**config.mk**
```make
export PLATFORM = sky130hd
export DESIGN_NAME = signed_decimal_entry_editor_unit
export DESIGN_NICKNAME = d
export VERILOG_FILES = /design/src/rtl/sdee_pkg.sv /design/src/rtl/signed_decimal_entry_editor_unit.sv
export SDC_FILE = /design/constraint.sdc
export NUM_CORES = 1
export LEC_CHECK = 0
export BUFFER_PORTS_ARGS = -buffer_cell sky130_fd_sc_hd__clkbuf_2
export CAP_MARGIN = 20
export CORE_UTILIZATION = 55
export DETAILED_ROUTE_END_ITERATION = 16
export PLACE_DENSITY = 0.75
export SYNTH_ARGS = -nofsm -noshare
export SYNTH_HDL_FRONTEND = slang
export SYNTH_SLANG_ARGS = --single-unit
```
**constraint.sdc**
```tcl
create_clock -name clk -period 6.1 [get_ports clk]
set_clock_uncertainty 0.2 [all_clocks]
set_input_delay 1.22 -clock clk [delete_from_list [all_inputs] [get_ports clk]]
set_output_delay 1.22 -clock clk [all_outputs]
set_load 0.02 [all_outputs]
```
**src/rtl/sdee_pkg.sv**
```systemverilog
`timescale 1ns / 1ps

package sdee_pkg;

  localparam logic [7:0] CH_CR    = 8'h0d;
  localparam logic [7:0] CH_LF    = 8'h0a;
  localparam logic [7:0] CH_BS    = 8'h08;
  localparam logic [7:0] CH_DEL   = 8'h7f;
  localparam logic [7:0] CH_SPACE = 8'h20;
  localparam logic [7:0] CH_MINUS = 8'h2d;
  localparam logic [7:0] CH_ZERO  = 8'h30;
  localparam logic [7:0] CH_NINE  = 8'h39;

  localparam logic [14:0] MAG_LIMIT  = 15'd3277;
  localparam logic [17:0] MAG10_EDGE = 18'd32750;
  localparam logic [3:0]  DIGIT_EDGE = 4'd7;

  localparam logic [15:0] DIV10_RECIP = 16'hcccd;
  localparam int          DIV10_SHIFT = 19;

  localparam logic [1:0] ERASE_SPACE_STEP = 2'd1;
  localparam logic [1:0] ERASE_LAST_STEP  = 2'd2;

  typedef enum logic [2:0] {
    JOB_ECHO  = 3'b001,
    JOB_ERASE = 3'b010,
    JOB_VALUE = 3'b100
  } job_kind_t;

  typedef struct packed {
    job_kind_t   kind;
    logic [7:0]  ch;
    logic [15:0] val;
  } job_t;

endpackage

```
**src/rtl/signed_decimal_entry_editor_unit.sv**
```systemverilog
`timescale 1ns / 1ps

// Signed decimal entry editor. Takes one terminal character per char_valid/char_stall
// transaction and answers on the result channel: one echo transaction for an accepted
// digit or minus sign, three (backspace, space, backspace) for an erase, and one
// value transaction (kind = 1) on CR or LF. Ignored characters produce no transaction.
// The entry state is updated in the cycle the character is taken; results drain from
// a two-entry job queue at one transaction per cycle while result_stall is low. A new
// character is taken whenever the second queue slot is free, even while results are
// stalled.
module signed_decimal_entry_editor_unit
  import sdee_pkg::*;
(
  input  logic               clk,
  input  logic               rst,
  input  logic               char_valid,
  output logic               char_stall,
  input  logic [7:0]         char_in,
  output logic               result_valid,
  input  logic               result_stall,
  output logic               kind,
  output logic [7:0]         echo_char,
  output logic signed [15:0] value,
  output logic               last
);

  logic [14:0] magnitude, magnitude_next;
  logic        negative, negative_next;

  job_t        cur_job, nxt_job, push_job;
  logic        cur_valid, nxt_valid;
  logic [1:0]  step;

  logic        take;
  logic        push;
  logic        cur_done;
  logic        out_take;

  logic [3:0]  digit;
  logic        is_digit;
  logic [17:0] mag10;
  logic [30:0] div_prod;
  logic [14:0] mag_div10;

  assign char_stall = nxt_valid;
  assign take       = char_valid && !nxt_valid;

  assign digit     = char_in[3:0];
  assign is_digit  = (char_in >= CH_ZERO) && (char_in <= CH_NINE);
  assign mag10     = {magnitude, 3'b000} + {2'b00, magnitude, 1'b0};
  assign div_prod  = {1'b0, magnitude} * {15'd0, DIV10_RECIP};
  assign mag_div10 = 15'(div_prod >> DIV10_SHIFT);

  always_comb begin
    magnitude_next = magnitude;
    negative_next  = negative;
    push           = 1'b0;
    push_job.kind  = JOB_ECHO;
    push_job.ch    = char_in;
    push_job.val   = 16'd0;
    if (is_digit) begin
      if (magnitude == 15'd0 && digit != 4'd0) begin
        magnitude_next = {11'd0, digit};
        push           = 1'b1;
      end else if (magnitude < MAG_LIMIT) begin
        if (!((mag10 > MAG10_EDGE) && (digit > DIGIT_EDGE))) begin
          magnitude_next = 15'(mag10 + {14'd0, digit});
          push           = 1'b1;
        end
      end
    end else if (char_in == CH_DEL || char_in == CH_BS) begin
      push_job.kind = JOB_ERASE;
      if (magnitude != 15'd0) begin
        magnitude_next = mag_div10;
        push           = 1'b1;
      end else if (negative) begin
        negative_next = 1'b0;
        push          = 1'b1;
      end
    end else if (char_in == CH_MINUS) begin
      if (magnitude == 15'd0) begin
        negative_next = 1'b1;
        push          = 1'b1;
      end
    end else if (char_in == CH_CR || char_in == CH_LF) begin
      push_job.kind  = JOB_VALUE;
      push_job.val   = negative ? 16'(17'h10000 - {2'b00, magnitude})
                                : {1'b0, magnitude};
      magnitude_next = 15'd0;
      negative_next  = 1'b0;
      push           = 1'b1;
    end
  end

  always_comb begin
    result_valid = cur_valid;
    kind         = (cur_job.kind == JOB_VALUE);
    echo_char    = 8'd0;
    value        = 16'sd0;
    last         = 1'b1;
    case (cur_job.kind)
      JOB_ECHO:  echo_char = cur_job.ch;
      JOB_ERASE: begin
        echo_char = (step == ERASE_SPACE_STEP) ? CH_SPACE : CH_BS;
        last      = (step == ERASE_LAST_STEP);
      end
      JOB_VALUE: value = signed'(cur_job.val);
      default:   echo_char = 8'd0;
    endcase
  end

  assign out_take = cur_valid && !result_stall;
  assign cur_done = out_take && last;

  always_ff @(posedge clk) begin
    if (rst) begin
      magnitude <= 15'd0;
      negative  <= 1'b0;
      cur_valid <= 1'b0;
      nxt_valid <= 1'b0;
      step      <= 2'd0;
    end else begin
      if (take) begin
        magnitude <= magnitude_next;
        negative  <= negative_next;
      end
      if (cur_done) begin
        step <= 2'd0;
        if (nxt_valid) begin
          cur_job   <= nxt_job;
          nxt_valid <= take && push;
          nxt_job   <= push_job;
        end else begin
          cur_valid <= take && push;
          cur_job   <= push_job;
        end
      end else begin
        if (out_take) begin
          step <= step + 2'd1;
        end
        if (take && push) begin
          if (cur_valid) begin
            nxt_valid <= 1'b1;
            nxt_job   <= push_job;
          end else begin
            cur_valid <= 1'b1;
            cur_job   <= push_job;
            step      <= 2'd0;
          end
        end
      end
    end
  end

endmodule
```
**Word-level counts from Yosys, hierarchy flattened**

Index checks and enable logic that the tools add are counted.

- Register bits after elaboration: 74
- Input port bits: 12
- Word-level logic and storage cells: 121

- $add $sub $neg: 4
- Multipliers: 1
- $lt $le $gt $ge: 5
- Eq/ne operators: 19
- Multiplexer cells: 54
- Bitwise operators: 2
- Reductions and logical operators: 25

Operators with widths:

| cell | number |
|---|---|
| $mux W27 | 8 |
| $mux W15 | 8 |
| $mux W16 | 6 |
| $mul A15 B16 Y31 const B | 1 |
| $eq A8 B4 Y1 const B | 3 |
| $mux W1 | 23 |
| $add A18 B16 Y18 | 1 |
| $gt A18 B15 Y1 const B | 1 |
| $pmux W8 S2 | 1 |
| $sub A1 B15 Y16 const A | 1 |
| $add A15 B4 Y15 | 1 |
| $logic_not A15 Y1 | 1 |
| $lt A15 B12 Y1 const B | 1 |
| $reduce_bool A15 Y1 | 1 |
| $mux W3 | 4 |
| $eq A8 B6 Y1 const B | 1 |
| $eq A8 B7 Y1 const B | 1 |
| $ge A8 B6 Y1 const B | 1 |
| $le A8 B6 Y1 const B | 1 |
| $logic_and A1 B1 Y1 | 7 |
| $mux W2 | 3 |
| $mux W6 | 1 |
| $ne A2 B2 Y1 const B | 3 |
| $ne A3 B2 Y1 const B | 2 |
| other kinds (22) | 29 |

**Logic depth before layout (Yosys ltp)**

- Depth in word-level cells: 10
- Mapped depth: 22
- Gate-level depth less buffers: 22

**Worst setup path before layout**

Ideal clock, no wire load.

- Path kind: flip-flop to flip-flop
- Start: register magnitude[13]
- End: register magnitude[11]
- Setup time: 0.135 ns
- Arrival time: 5.514 ns
- Data required time: 5.765 ns
- Slack: 0.251 ns
- Cell stages (with the launch flop): 21
- Buffers on the path: 0
- Period minus slack after synthesis: 5.849 ns
- Cells stage by stage: dfxtp_1 inv_1 ha_1 inv_1 fa_1 fa_1 fa_1 inv_1 fa_1 inv_1 fa_1 inv_1 ha_1 and4_1 o2111ai_1 a311o_1 a21boi_0 o31ai_1 xnor2_1 a221oi_1 a211oi_1

- Longest elaborated chain between the ends: 5

RTL lines:

| element | RTL line | RTL |
|---|---|---|
| start: declaration | signed_decimal_entry_editor_unit.sv:27 | `logic [14:0] magnitude, magnitude_next;` |
| start signal: assignment | signed_decimal_entry_editor_unit.sv:124 | `magnitude <= magnitude_next;` |
| $add A18 B16 Y18 | signed_decimal_entry_editor_unit.sv:50 | `assign mag10 = {magnitude, 3'b000} + {2'b00, magnitude, 1'b0};` |
| $gt A18 B15 Y1 | signed_decimal_entry_editor_unit.sv:66 | `if (!((mag10 > MAG10_EDGE) && (digit > DIGIT_EDGE))) begin` |
| $logic_and A1 B1 Y1 | signed_decimal_entry_editor_unit.sv:66 |  |
| $ne A3 B3 Y1 (no source line) | - |  |
| $reduce_and A6 Y1 (no source line) | - |  |

Parallel ways exist; a longest one is shown, timed or not. The select of a mux whose other input is x is not followed.
A chain may end at the register's enable or synchronous reset.

**Worst setup path in the final report**

Ends and elaborated chain as after synthesis.

==> metrics.txt <==
Post-Place Worst Slack=0.0523 ns; NetSw=0.331 mW; fill cell count=1,280; gp weighted congestion=0.912; distinct cell type count after synthesis=69; largest net degree at the start of global routing=31; ys flop type=edfxtp_1; Clk pin slew, worst setup/hold paths=0.07 ns; Worst Hold Class=register to register; Worst EP arrival=5.80 ns; Max-Cap Viols=0; Total Routing Usage GR=26.0%; CP Launch Type=register; total power=1.26 mW; Buffers on Ports=39; latest clock arrival within the worst-skew pair=0.34 ns; clock buffer count from CTS=9; setup bufs post-CTS=0; total gr overflow=0; Min Clock Period, post-route=5.80 ns; DRC=0; Net Count, Synth=1,121; setup TNS=0 ns; Core Area=14,800 um2; DR WL/cell=17.2 um; vias per inst=5.79; Area Growth Syn to Fin=10.9%; Post-Syn Instances=904; critical path type=register to register; Pins Over Slew Limit=0; share of layout cells above drive strength 1=11.2%; sequential cell area fraction in the yosys report=23.9%; Crit Path Max Fanout=4; initial antenna violation count=0; Final setup viols=0; Max Freq=172 MHz; Initial Utilization=57.3%; P_leak=4.74 nW; worst-margin pin slew=0.821 ns; outcome=complete, no violations; dpl hpwl=16,300 um; required time of the worst setup path=6.10 ns; PwrDens=134 nW/um2; Syn Std Cell Area=8450 um2; fraction of registers with async set/reset=0%; # hold bufs at CTS=0; antenna-violating nets left=0; Hold Vio Cnt, Final=0; net total in the final layout=1,187; clock buffer depth=2; RSZ-0062 raised after global routing=false; Die W=126 um; H-Tree Depth=3; vias in the first global route=6,542; DRT iter0 DRCs=602; Total Wirelength=20,000 um; post-CTS resize count=0; most common cell after layout, fill and taps aside=ha_1; Critical Path Sink Type=register; yosys warns=0; worst setup margin=0.302 ns; num rows=44; Seq pwr share=43.1%; Gate power share=14.4%; Pint=0.926 mW; Synth Area per Inst=9.35 um2; relative slew slack=45.2%; via count=6,710; Root Buffer=clkbuf_16; IO Count=40; DRT Pass-1 Iters=5; clock share of power=42.4%; CTS sink count=74; Max rail drop VDD=0.137 mV; number of synthesized flops with an enable pin=54; Net Sw Frac=26.3%; first-pass GRT wire length=32,400 um; fin crit share=95.0%; n_diodes=0; CTS tree=yes; Finished Cell Area=9370 um2; dpl cell area=9050 um2; Die Footprint=15,900 um2; Die Span Y=126 um; synthesis-stage register bit count=74; most frequent cells in the layout=ha_1 (147), inv_1 (130), nand2_1 (111); Min Hold Slack=0.305 ns
-- synth_stat cells (all sizes together), types with 17 or more instances --
cell type	n	area share, %
fa	58	14
xnor2	29	3.0
nor3	17	1.0
nor2	46	2.0
a211oi	19	1.7
inv	130	5.8
a21oi	34	2.0
nand2	111	4.9
and2	25	1.9
edfxtp	54	19
dfxtp	20	4.7
ha	147	22
o21ai	26	1.6
-- power groups by stage --
stage | Combinational [mW] | Sequential, mW | Clock [mW]
2_1_floorplan | 0.123 | 0.554 | 0
3_3_place_gp | 0.176 | 0.552 | 0
3_5_place_dp | 0.179 | 0.552 | 0
4_1_cts | 0.181 | 0.542 | 0.537
5_1_grt | 0.204 | 0.542 | 0.560
6_report | 0.182 | 0.542 | 0.533
-- routing by layer --
| layer | GRT usage [%] | vias up | routed length [um] |
|---|---|---|---|
| met3 | 4.04 | 42 | 1130 |
| met1 | 35.5 | 3210 | 9080 |
| met4 | 8.50 | 0 | 504 |
| li1 | - | 3253 | - |
| met5 | 0 | - | 0 |
| met2 | 42.3 | 205 | 9250 |
-- metrics by stage --
| step | instances | util [%] |
|---|---|---|
| final | 1159 | 63.5 |
| after global routing | 1159 | 63.5 |
| after CTS | 1158 | 63.3 |
| after detailed placement | 1142 | 61.3 |
| after global placement | 1142 | 61.3 |
| after floorplan | 904 | - |
-- cell type report --
cell class / count / area [um2] / share of cell area, %
clock buffer: 10 / 229 / 2.44
sequential: 74 / 2020 / 21.6
timing repair buffer: 71 / 443 / 4.73
inverter: 131 / 492 / 5.25
multi-input combinational: 683 / 5890 / 62.9
tap: 184 / 230 / 2.46
clock inverter: 6 / 65.1 / 0.694
-- worst paths after layout --
check                             startpoint                         end  slack, ns  cells past startpoint
setup / recovery  magnitude[13]$_SDFFE_PP0P_  magnitude[11]$_SDFFE_PP0P_       0.30                     21
hold reg to reg         nxt_job[9]$_DFFE_PP_        cur_job[9]$_DFFE_PP_       0.31                      2
hold / removal          nxt_job[9]$_DFFE_PP_        cur_job[9]$_DFFE_PP_       0.31                      2
setup reg to reg  magnitude[13]$_SDFFE_PP0P_  magnitude[11]$_SDFFE_PP0P_       0.30                     21
-- sequential cells by signal, summed over array words and instances, names as in the netlist --
name	cells
char_stall	1
nxt_job	27
negative	1
result_valid	1
step	2
cur_job	27
magnitude	15
-- worst max-delay path, cell delays in order, from the launching register on --
cell and delay [ns]:
dfxtp_1 0.33, inv_1 0.09, ha_1 0.33, inv_1 0.07
fa_2 0.52, fa_1 0.52, inv_1 0.04, ha_1 0.32
a21o_1 0.18, fa_1 0.51, inv_1 0.06, fa_1 0.53
inv_1 0.04, ha_1 0.29, and4_1 0.20, o2111ai_1 0.12
a311o_2 0.44, a21boi_2 0.19, o31ai_1 0.11, xnor2_1 0.15
a221oi_1 0.33, a211oi_1 0.09
-- cell families (layout without fill, tap and decap cells) --
kind of cell	count (synthesis)	after routing	share of synthesized area, %
and+or+nand+nor	268	268	15.6
adders and majority gates	205	205	35.5
AOI/OAI and AO/OA	162	162	13.3
buffers and inverters	147	218	6.62
DFF	74	74	23.9
xor gates and xnor gates	42	42	4.35
muxes	6	6	0.741
(Power assumes the default switching activity.)
